<file path="src/hdl/stable_sorted_priority_queue_macros.svh">
// Assertion macros shared by the priority queue RTL.
`ifndef STABLE_SORTED_PRIORITY_QUEUE_MACROS_SVH
`define STABLE_SORTED_PRIORITY_QUEUE_MACROS_SVH

// Checked at every clock edge outside reset.
`define SSPQ_ASSERT(label, clk, rst, prop) \
   label: assert property (@(posedge clk) disable iff (rst) prop) \
      else $error("priority queue assertion failed");

// Checked at every clock edge, reset included.
`define SSPQ_ASSERT_ALWAYS(label, clk, prop) \
   label: assert property (@(posedge clk) prop) \
      else $error("priority queue assertion failed");

`endif

</file>
<file path="src/hdl/sspq_pkg.sv">
// Types and constants of the stable sorted priority queue.
package sspq_pkg;

   localparam int unsigned DEPTH   = 16;
   localparam int unsigned CNT_W   = $clog2(DEPTH + 1);
   localparam int unsigned VALUE_W = 32;
   localparam int unsigned PRIO_W  = 15;
   localparam int unsigned REQ_PRIO_W = 16;

   typedef logic [CNT_W-1:0] cnt_type;

   typedef enum logic {
      KIND_INSERT = 1'b0,
      KIND_READ   = 1'b1
   } kind_type;

   typedef enum logic [2:0] {
      STATUS_INSERTED = 3'd0,
      STATUS_BAD_PRIO = 3'd1,
      STATUS_FULL     = 3'd2,
      STATUS_ENTRY    = 3'd3,
      STATUS_EMPTY    = 3'd4
   } status_type;

   typedef enum logic {
      ST_IDLE  = 1'b0,
      ST_DRAIN = 1'b1
   } state_type;

   typedef struct packed {
      logic                      kind;
      logic signed [VALUE_W-1:0] value;
      logic signed [REQ_PRIO_W-1:0] priority_req;
   } req_type;

   typedef struct packed {
      logic [2:0]                status;
      logic signed [VALUE_W-1:0] entry_value;
      logic                      last;
   } rsp_type;

   typedef struct packed {
      logic signed [VALUE_W-1:0] value;
      logic [PRIO_W-1:0]         prio;
   } slot_type;

   // Broadcast from the controller to every cell.
   typedef struct packed {
      logic     insert;
      logic     rotate;
      slot_type new_slot;
   } cell_ctrl_type;

endpackage

</file>
<file path="src/hdl/stable_sorted_priority_queue.sv">
// Stable sorted priority queue: control, response register and the chain of cells.
// An insert, or a read of an empty queue, gives one word in the cycle after acceptance.
// A read of n entries gives n words, the first once the state register is in drain,
// then one per cycle unless stalled, as occupied cells pass the head; next item waits.
// Back-to-back inserts are accepted every cycle while the response side moves.
// Reset (synchronous) empties the queue; cell contents are left as they are.
`include "stable_sorted_priority_queue_macros.svh"

module stable_sorted_priority_queue (
   input  logic              clock,
   input  logic              reset,
   input  logic              req_valid,
   output logic              req_stall,
   input  sspq_pkg::req_type req_data,
   output logic              rsp_valid,
   input  logic              rsp_stall,
   output sspq_pkg::rsp_type rsp_data
);

   localparam sspq_pkg::cnt_type CountMax = sspq_pkg::cnt_type'(sspq_pkg::DEPTH);

   sspq_pkg::state_type     state_ff, state_in;
   sspq_pkg::cnt_type       count_ff, count_in;
   sspq_pkg::cnt_type       remain_ff, remain_in;
   logic                    rsp_valid_ff, rsp_valid_in;
   sspq_pkg::rsp_type       rsp_data_ff, rsp_data_in;

   logic                    out_free;
   logic                    accept;
   logic                    drain_step;
   logic                    prio_ok;
   logic                    full;
   logic                    in_drain;
   logic                    last_step;
   sspq_pkg::cell_ctrl_type ctrl;

   logic [sspq_pkg::DEPTH-1:0] ge;
   sspq_pkg::slot_type         slots [sspq_pkg::DEPTH];

   assign out_free = !rsp_valid_ff || !rsp_stall;
   assign prio_ok  = !req_data.priority_req[sspq_pkg::REQ_PRIO_W-1] &&
                     (req_data.priority_req != '0);
   assign full     = (count_ff == sspq_pkg::cnt_type'(sspq_pkg::DEPTH));

   // Next state.
   always_comb begin
      state_in = state_ff;
      case (state_ff)
         sspq_pkg::ST_IDLE: begin
            if (accept && (req_data.kind == sspq_pkg::KIND_READ) && (count_ff != '0)) begin
               state_in = sspq_pkg::ST_DRAIN;
            end
         end
         sspq_pkg::ST_DRAIN: begin
            if (out_free && (remain_ff == sspq_pkg::cnt_type'(1))) begin
               state_in = sspq_pkg::ST_IDLE;
            end
         end
         default: begin
            state_in = sspq_pkg::ST_IDLE;
         end
      endcase
   end

   // State outputs.
   always_comb begin
      req_stall  = 1'b1;
      drain_step = 1'b0;
      case (state_ff)
         sspq_pkg::ST_IDLE: begin
            req_stall = !out_free;
         end
         sspq_pkg::ST_DRAIN: begin
            drain_step = out_free;
         end
         default: begin
            req_stall = 1'b1;
         end
      endcase
   end

   assign accept    = req_valid && !req_stall;
   assign in_drain  = (state_ff == sspq_pkg::ST_DRAIN);
   assign last_step = drain_step && (remain_ff == sspq_pkg::cnt_type'(1));

   always_comb begin
      ctrl.insert = accept && (req_data.kind == sspq_pkg::KIND_INSERT) && prio_ok && !full;
      ctrl.rotate = drain_step;
      ctrl.new_slot.value = req_data.value;
      ctrl.new_slot.prio  = req_data.priority_req[sspq_pkg::PRIO_W-1:0];
   end

   always_comb begin
      count_in  = count_ff;
      remain_in = remain_ff;
      if (ctrl.insert) begin
         count_in = count_ff + sspq_pkg::cnt_type'(1);
      end
      if (accept && (req_data.kind == sspq_pkg::KIND_READ)) begin
         remain_in = count_ff;
      end else if (drain_step) begin
         remain_in = remain_ff - sspq_pkg::cnt_type'(1);
      end
   end

   // Response register: loaded on an insert, empty read or drain step, cleared once taken.
   always_comb begin
      rsp_valid_in = rsp_valid_ff;
      rsp_data_in  = rsp_data_ff;
      if (accept) begin
         rsp_data_in.entry_value = '0;
         rsp_data_in.last        = 1'b1;
         if (req_data.kind == sspq_pkg::KIND_READ) begin
            rsp_valid_in       = (count_ff == '0);
            rsp_data_in.status = sspq_pkg::STATUS_EMPTY;
            if (count_ff != '0) begin
               rsp_data_in = rsp_data_ff;
            end
         end else begin
            rsp_valid_in = 1'b1;
            if (!prio_ok) begin
               rsp_data_in.status = sspq_pkg::STATUS_BAD_PRIO;
            end else if (full) begin
               rsp_data_in.status = sspq_pkg::STATUS_FULL;
            end else begin
               rsp_data_in.status = sspq_pkg::STATUS_INSERTED;
            end
         end
      end else if (drain_step) begin
         rsp_valid_in            = 1'b1;
         rsp_data_in.status      = sspq_pkg::STATUS_ENTRY;
         rsp_data_in.entry_value = slots[0].value;
         rsp_data_in.last        = (remain_ff == sspq_pkg::cnt_type'(1));
      end else if (!rsp_stall) begin
         rsp_valid_in = 1'b0;
      end
   end

   always_ff @(posedge clock) begin
      if (reset) begin
         state_ff     <= sspq_pkg::ST_IDLE;
         count_ff     <= '0;
         remain_ff    <= '0;
         rsp_valid_ff <= 1'b0;
      end else begin
         state_ff     <= state_in;
         count_ff     <= count_in;
         remain_ff    <= remain_in;
         rsp_valid_ff <= rsp_valid_in;
      end
   end

   always_ff @(posedge clock) begin
      rsp_data_ff <= rsp_data_in;
   end

   assign rsp_valid = rsp_valid_ff;
   assign rsp_data  = rsp_data_ff;

   for (genvar i = 0; i < sspq_pkg::DEPTH; i++) begin : g_cell
      localparam sspq_pkg::cnt_type CellIdx  = sspq_pkg::cnt_type'(i);
      localparam sspq_pkg::cnt_type CellNext = sspq_pkg::cnt_type'(i + 1);

      logic               prev_ge;
      sspq_pkg::slot_type prev_slot;
      sspq_pkg::slot_type next_slot;

      if (i == 0) begin : g_first
         assign prev_ge   = 1'b1;
         assign prev_slot = ctrl.new_slot;
      end else begin : g_inner
         assign prev_ge   = ge[i-1];
         assign prev_slot = slots[i-1];
      end

      if (i == sspq_pkg::DEPTH - 1) begin : g_end
         assign next_slot = slots[0];
      end else begin : g_mid
         assign next_slot = slots[i+1];
      end

      sspq_cell u_cell (
         .clock     (clock),
         .ctrl      (ctrl),
         .occupied  (CellIdx < count_ff),
         .tail      (count_ff == CellNext),
         .prev_ge   (prev_ge),
         .prev_slot (prev_slot),
         .next_slot (next_slot),
         .head_slot (slots[0]),
         .ge        (ge[i]),
         .slot      (slots[i])
      );
   end

   // The count is unknown before the first reset edge, so reset covers that edge.
   `SSPQ_ASSERT_ALWAYS(a_count_bound, clock, reset || (count_ff <= CountMax))
   `SSPQ_ASSERT(a_drain_remain, clock, reset, in_drain |-> (|remain_ff && (remain_ff <= count_ff)))
   `SSPQ_ASSERT(a_drain_end, clock, reset, last_step |=> !in_drain)
   `SSPQ_ASSERT(a_drain_count_hold, clock, reset, in_drain |=> $stable(count_ff))

endmodule

</file>
<file path="src/hdl/sspq_cell.sv">
// One storage cell of the sorted chain: holds a slot and moves it along the chain.
module sspq_cell (
   input  logic                   clock,
   input  sspq_pkg::cell_ctrl_type ctrl,
   input  logic                   occupied,
   input  logic                   tail,
   input  logic                   prev_ge,
   input  sspq_pkg::slot_type     prev_slot,
   input  sspq_pkg::slot_type     next_slot,
   input  sspq_pkg::slot_type     head_slot,
   output logic                   ge,
   output sspq_pkg::slot_type     slot
);

   sspq_pkg::slot_type slot_ff;
   sspq_pkg::slot_type slot_in;

   // The new word goes behind every held entry of equal or lower priority number.
   assign ge   = occupied && (slot_ff.prio <= ctrl.new_slot.prio);
   assign slot = slot_ff;

   always_comb begin
      slot_in = slot_ff;
      if (ctrl.insert) begin
         if (!ge) begin
            slot_in = prev_ge ? ctrl.new_slot : prev_slot;
         end
      end else if (ctrl.rotate && occupied) begin
         // The occupied part of the chain turns by one; the head wraps to the tail.
         slot_in = tail ? head_slot : next_slot;
      end
   end

   always_ff @(posedge clock) begin
      slot_ff <= slot_in;
   end

endmodule
</file>
<file path="config.mk">
export PLATFORM = sky130hd
export DESIGN_NAME = stable_sorted_priority_queue
export DESIGN_NICKNAME = d
export VERILOG_FILES = /design/src/hdl/sspq_pkg.sv /design/src/hdl/stable_sorted_priority_queue.sv /design/src/hdl/sspq_cell.sv
export VERILOG_INCLUDE_DIRS = /design/src /design/src/hdl
export SDC_FILE = /design/constraint.sdc
export NUM_CORES = 2
export LEC_CHECK = 0
export ABC_AREA = 1
export BUFFER_PORTS_ARGS = -buffer_cell sky130_fd_sc_hd__buf_2
export CORE_ASPECT_RATIO = 1.25
export CORE_UTILIZATION = 50
export DETAILED_ROUTE_END_ITERATION = 8
export HOLD_SLACK_MARGIN = 0.05
export PLACE_DENSITY = 0.68
export REMOVE_ABC_BUFFERS = 1
export SLEW_MARGIN = 20
export SYNTH_ARGS = -nofsm -noshare
export SYNTH_HDL_FRONTEND = slang
export SYNTH_SLANG_ARGS = --single-unit
</file>
<file path="constraint.sdc">
create_clock -name clock -period 4.7 [get_ports clock]
set_input_delay 0.47 -clock clock [delete_from_list [all_inputs] [get_ports clock]]
set_output_delay 0.47 -clock clock [all_outputs]
set_load 0.02 [all_outputs]
</file>
## Word level (Yosys, flattened, before mapping)

Index checks and enable logic that the tools add are counted.

| word-level totals | value |
|---|---|
| flip-flop bits (word level) | 800 |
| bits of input ports | 53 |
| output and inout port bits | 38 |
| logic and storage cells | 292 |

| operators by class | value |
|---|---|
| add/subtract/negate cells | 2 |
| order comparisons | 32 |
| equal/unequal tests | 36 |
| mux-type cells | 96 |
| bitwise operators | 2 |
| reductions and logical operators | 85 |

Operators with widths:

| operator | count |
|---|---|
| two-way mux 47 bit | 78 |
| less-or-equal comparator 15 bit | 16 |
| two-way mux 36 bit | 3 |
| equality test 5 x 4 -> 1 bit (second input constant) | 8 |
| logical AND 1 bit | 40 |
| less-than comparator 4 x 5 -> 1 bit (first input constant) | 8 |
| nonzero test 2 bit | 18 |
| != test 2 bit (second input constant) | 17 |
| two-way mux 33 bit | 1 |
| AND reduction 2 bit | 16 |
| equality test 5 x 3 -> 1 bit (second input constant) | 4 |
| less-than comparator 3 x 5 -> 1 bit (first input constant) | 4 |
| nonzero test 16 bit | 1 |
| equality test 5 x 1 -> 1 bit (second input constant) | 2 |
| equality test 5 x 2 -> 1 bit (second input constant) | 2 |
| less-than comparator 1 x 5 -> 1 bit (first input constant) | 2 |
| less-than comparator 2 x 5 -> 1 bit (first input constant) | 2 |
| two-way mux 5 bit | 2 |
| two-way mux 1 bit | 8 |
| zero test 1 bit | 6 |
| adder 5 x 1 -> 5 bit (second input constant) | 1 |
| equality test 5 bit (second input constant) | 1 |
| zero test 5 bit | 1 |
| nonzero test 5 bit | 1 |
| 9 further kinds | 11 |

## Longest topological paths before layout

| depth | value |
|---|---|
| depth in word-level cells | 11 |
| mapped depth | 17 |
| depth with buffers taken out | 15 |

## Cells and area by module

Synthesis repeated with hierarchy kept, for this count alone.

| unflattened totals | value |
|---|---|
| cell total of the unflattened synthesis | 6606 |
| area total of the unflattened synthesis | 55037.8 um^2 |

By module, submodules not included:

| module | times used | cells each | area an instance (um^2) | seq. area each (um^2) |
|---|---|---|---|---|
| sspq_cell (g_cell[0].u_cell ...) | 8 | 395 | 3398.3 | 1411.4 |
| sspq_cell (g_cell[2].u_cell ...) | 8 | 395 | 3181.8 | 1411.4 |
| stable_sorted_priority_queue | 1 | 286 | 2397.3 | 1321.3 |

## Least setup slack after synthesis

No wires, ideal clock.

| timing path | value |
|---|---|
| path type | in2reg |
| start | in rsp_stall |
| end | reg g_cell[11].u_cell.slot_ff, in the netlist g_cell[11].u_cell.slot[0], enable pin |
| library setup time | 0.517 ns |
| arrival | 4.267 ns |
| data required time | 4.183 ns |
| path slack | -0.083 ns |
| stages | 4 |
| buffers on the path | 1 |
| cells stage by stage | nand2_1 -> nand2_1 -> clkbuf_1 -> o21ai_0 |

| between the ends | value |
|---|---|
| cells in the longest elaborated chain, start to end | 11 |
| elaborated cells between the ends (all ways) | 14 |
| classes of those cells | eq/ne (1); mux (2); reduce/logical (11) |

Ends and longest elaborated chain:

| item | line | source |
|---|---|---|
| start, declared | stable_sorted_priority_queue.sv:16 | `input logic rsp_stall,` |
| zero test 1 bit * | n/a |  |
| logical OR 1 bit * | stable_sorted_priority_queue.sv:40 | `assign out_free = !rsp_valid_ff \|\| !rsp_stall;` |
| zero test 1 bit | stable_sorted_priority_queue.sv:71 | `req_stall = !out_free;` |
| two-way mux 1 bit | stable_sorted_priority_queue.sv:69 | `case (state_ff)` |
| zero test 1 bit | stable_sorted_priority_queue.sv:82 | `assign accept = req_valid && !req_stall;` |
| logical AND 1 bit | stable_sorted_priority_queue.sv:82 |  |
| logical AND 1 bit (3 in series) | stable_sorted_priority_queue.sv:87 | `ctrl.insert = accept && (req_data.kind == sspq_pkg::KIND_INSERT) && prio_ok && !full;` |
| != test 2 bit (no line) / nonzero test 2 bit (equally long branches) | n/a |  |
| AND reduction 2 bit (no line) * | n/a |  |
| end signal, assigned | sspq_cell.sv:35 | `slot_ff <= slot_in;` |
| end, declared | sspq_cell.sv:15 | `sspq_pkg::slot_type slot_ff;` |

Every way passes the cells marked *; elsewhere a longest branch is shown, timed or not.
A chain may end at the register's enable or synchronous reset.

## Worst setup path after layout

| timing path | value |
|---|---|
| start | reg count_ff[0] |
| end | reg g_cell[3].u_cell.slot_ff, in the netlist g_cell[3].u_cell.slot[38], enable pin |

| between the ends | value |
|---|---|
| cells in the longest elaborated chain, start to end | 5 |
| elaborated cells between the ends (all ways) | 9 |
| classes of those cells | order compare (1); eq/ne (2); reduce/logical (6) |

Ends and longest elaborated chain:

| item | line | source |
|---|---|---|
| start, declared | stable_sorted_priority_queue.sv:23 | `sspq_pkg::cnt_type count_ff, count_in;` |
| start signal, assigned | stable_sorted_priority_queue.sv:147 | `count_ff <= count_in;` |
| parallel branches: the longest is 4 deep, another holds less-than comparator 2 x 5 -> 1 bit | n/a |  |
| AND reduction 2 bit (no line) * | n/a |  |
| end signal, assigned | sspq_cell.sv:35 |  |
| end, declared | sspq_cell.sv:15 |  |

Every way passes the cells marked *.

==> results by group <==
Outcome
  – Status: complete, no violations

Run
  – Max-cap violation count: 0

STA
  – Fin crit share: 79.9%
  – Setup skew after layout: 0.0271 ns
  – Setup TNS: 0 ns
  – Slew Viols, Final: 0
  – Final Hold Viols: 0
  – RSZ-0062 raised after global routing: no
  – Upper clock frequency limit: 0.266 GHz
  – Max-Slew Margin vs Limit: 17.0%
  – Measured slew at the worst slew-check pin: 1.24 ns
  – Final setup viols: 0
  – Final min period: 3.75 ns
  – Hold slack: 0.132 ns

Layout
  – Final Instance Count excl. Fillers: 9,208
  – Final instance area: 59,600 um2
  – Most frequent cells in the layout: nand2_1, inv_1, edfxtp_1
  – Sequential cell area: 23,900 um2
  – Fill cells: 10,500
  – Ant. Diodes: 0
  – Syn-to-layout area delta: 8.29%
  – Multi-input gate area: 25,900 um2
  – Leading cell type in the layout, fill and taps excluded: nand2_1
  – Final #Nets: 8,003
  – Share of cells above drive strength 1: 5.08%

Logic synthesis
  – Share of the synthesized area in the top cell type: 43.0%
  – Synthesized flop and latch total: 800
  – Avg Cell Area, Syn: 6.97 um2
  – Synth area leaders: edfxtp_1, nand2_1, inv_1
  – Ys Warns: 0
  – Asr flop ratio synth: 0%
  – Synthesized area: 55,100 um2
  – Sequential fraction of the synthesis area: 43.4%
  – Synth cell types: 36
  – Synth Flop Type: edfxtp_1
  – Post-synth EDFFs: 788
  – Cells after synthesis: 7,895
  – Largest area contributor in the netlist: edfxtp_1

Worst setup path
  – FF-to-FF setup slack: 0.95 ns
  – Reg2reg path depth: 10
  – Crit Path Max Fanout: 47
  – CP Class: register to register
  – Critical path startpoint category: register
  – Critical path arrival: 4.07 ns
  – Req. time, crit path: 5.02 ns
  – Worst r2r dst: g_cell[3].u_cell.slot[38]$_DFFE_PP_
  – Reg2reg start: count_ff[0]$_SDFFE_PP0P_
  – Nature of the critical path endpoint: register

Floorplanning
  – Chip Height: 373 um
  – Starting density of the core: 50.6%
  – Number of core rows: 135
  – Core area: 109,000 um2
  – I/O Pins: 91
  – Die area: 111,000 um2
  – Die W: 299 um

Global routing
  – Largest net degree at the start of global routing: 204
  – First-pass GRT wire length: 295,000 um
  – Gr usage total: 34.8%
  – Vias in the first global route: 49,100
  – GRT overflow: 0
  – Initial antenna violation count: 2

Place
  – Port Buffer Count: 90
  – Placed cells: 9,051
  – Placed Area: 56,900 um2
  – Final HPWL DP: 117,000 um
  – Gpl congestion: 0.946

Worst hold path
  – Hold Path Sink: rsp_valid$_SDFFE_PP0P_
  – Hold path start: rsp_stall
  – Hold crit path type: primary input to register
  – Worst Hold Depth: 3

Clock tree
  – CTS Buf Count: 89
  – CTS tree: done
  – Clock Sinks: 800
  – CTS max path bufs: 3
  – Clock-pin slew on the worst setup and hold paths: 0.06 ns
  – Post_cts resized: 0
  – Clock Latency Late Sink: 0.72 ns
  – Clock root cell: clkbuf_16
  – H-tree levels: 3

Power and ir drop
  – Worst VDD drop: 0.311 mV
  – Power per cell area: 297 nW/um2
  – Pwr Total: 17.7 mW
  – Pleak: 34.4 nW

Detailed routing
  – DRC viols: 0
  – Detailed Route Iter0 Violations: 6,578
  – DRT antenna net count: 0
  – DRT Pass-1 Iters: 6
  – Wire per inst: 21.6 um
  – Vias/cell: 5.70
  – Via count: 52,400
  – Routed wire length: 199,000 um
==> worst max path at each step <==
stage | start | end | slack (ns) | cells after the start
floorplan | rsp_stall | g_cell[11].u_cell.slot[0]$_DFFE_PP_ | -23.56 | 7
global placement | req_data[6] | g_cell[11].u_cell.slot[39]$_DFFE_PP_ | 0.65 | 14
detailed placement | req_data[6] | g_cell[11].u_cell.slot[39]$_DFFE_PP_ | 0.64 | 14
CTS | count_ff[0]$_SDFFE_PP0P_ | g_cell[3].u_cell.slot[38]$_DFFE_PP_ | 1.02 | 10
global route | count_ff[0]$_SDFFE_PP0P_ | g_cell[3].u_cell.slot[18]$_DFFE_PP_ | 0.84 | 10
finish | count_ff[0]$_SDFFE_PP0P_ | g_cell[3].u_cell.slot[38]$_DFFE_PP_ | 0.95 | 10
==> logic make-up (layout without fill, tap and decap cells) <==
group / Yosys count / count (layout) / synth area share [%]
flip-flops: 800 / 800 / 43.4
buffers and inverters: 1454 / 1329 / 10.5
XOR/XNOR: 3 / 3 / 0.0477
adder cells (fa/ha/maj): 245 / 245 / 5.57
AND/OR/NAND/NOR: 4563 / 4563 / 31.6
AO/OA/AOI/OAI: 830 / 830 / 8.89
==> worst max-delay path: stages, from the launching register on <==
cell and delay [ns]:
dfxtp_1 0.61, inv_1 0.28, ha_1 0.26, inv_1 0.08, nor3_2 0.06, inv_1 0.06, nand4_1 0.31, inv_8 0.38
nand2_4 0.29, o21ai_4 0.12, buf_4 0.84
==> final cells by class <==
class | instances | area share (%)
Multi-Input combinational cell | 5641 | 43.4
Sequential cell | 800 | 40.1
Inverter | 963 | 6.08
Clock buffer | 115 | 3.90
Tap cell | 1438 | 3.02
Timing Repair Buffer | 210 | 2.88
Clock inverter | 41 | 0.590
==> state kept, by name, indices dropped and copies added, names as in the netlist <==
register and cells:
count_ff 5, g_cell.u_cell.slot 752, in_drain 1, remain_ff 5
rsp_data 36, rsp_valid 1
==> stage by stage <==
step | setup WS [ns] | util [%]
6_report | 0.945 | 54.8
5_1_grt | 0.841 | 54.8
4_1_cts | 1.02 | 54.8
3_5_place_dp | 0.643 | 52.3
3_3_place_gp | 0.651 | 52.3
2_1_floorplan | -23.56 | -
==> timing repair <==
item / 4_1_cts / 5_1_grt
hold endpoints to repair: 4 / 0
buffers inserted: 0 / 0
setup endpoints to repair: 0 / 0
hold buffers: 1 / 0
==> layer usage <==
layer	track usage, %	vias to the layer above	share of wire (%)
met5	0	-	0
met4	20.5	0	6.6
met3	5.31	721	11
met2	56.4	3083	45
met1	44.1	24300	37
li1	-	24400	-
==> synth_stat cells (12+ instances only) <==
cell type  number
ha_1          245
o21ai_0       441
clkbuf_1      291
nor2_1         70
buf_4          34
buf_2         114
nand2_1      4327
o211ai_1      283
nand4_1        20
buf_1          42
nand3_1       135
a21oi_1        94
inv_1         958
edfxtp_1      788
dfxtp_1        12
==> power by group <==
group | internal (mW) | total, mW | switching (mW) | leakage (nW)
sequential | 8.21 | 8.37 | 0.160 | 7.35
clock | 3.67 | 6.86 | 3.19 | 1.30
combinational | 0.730 | 2.46 | 1.73 | 25.8
Note: power is estimated with default switching activity, not from simulation.
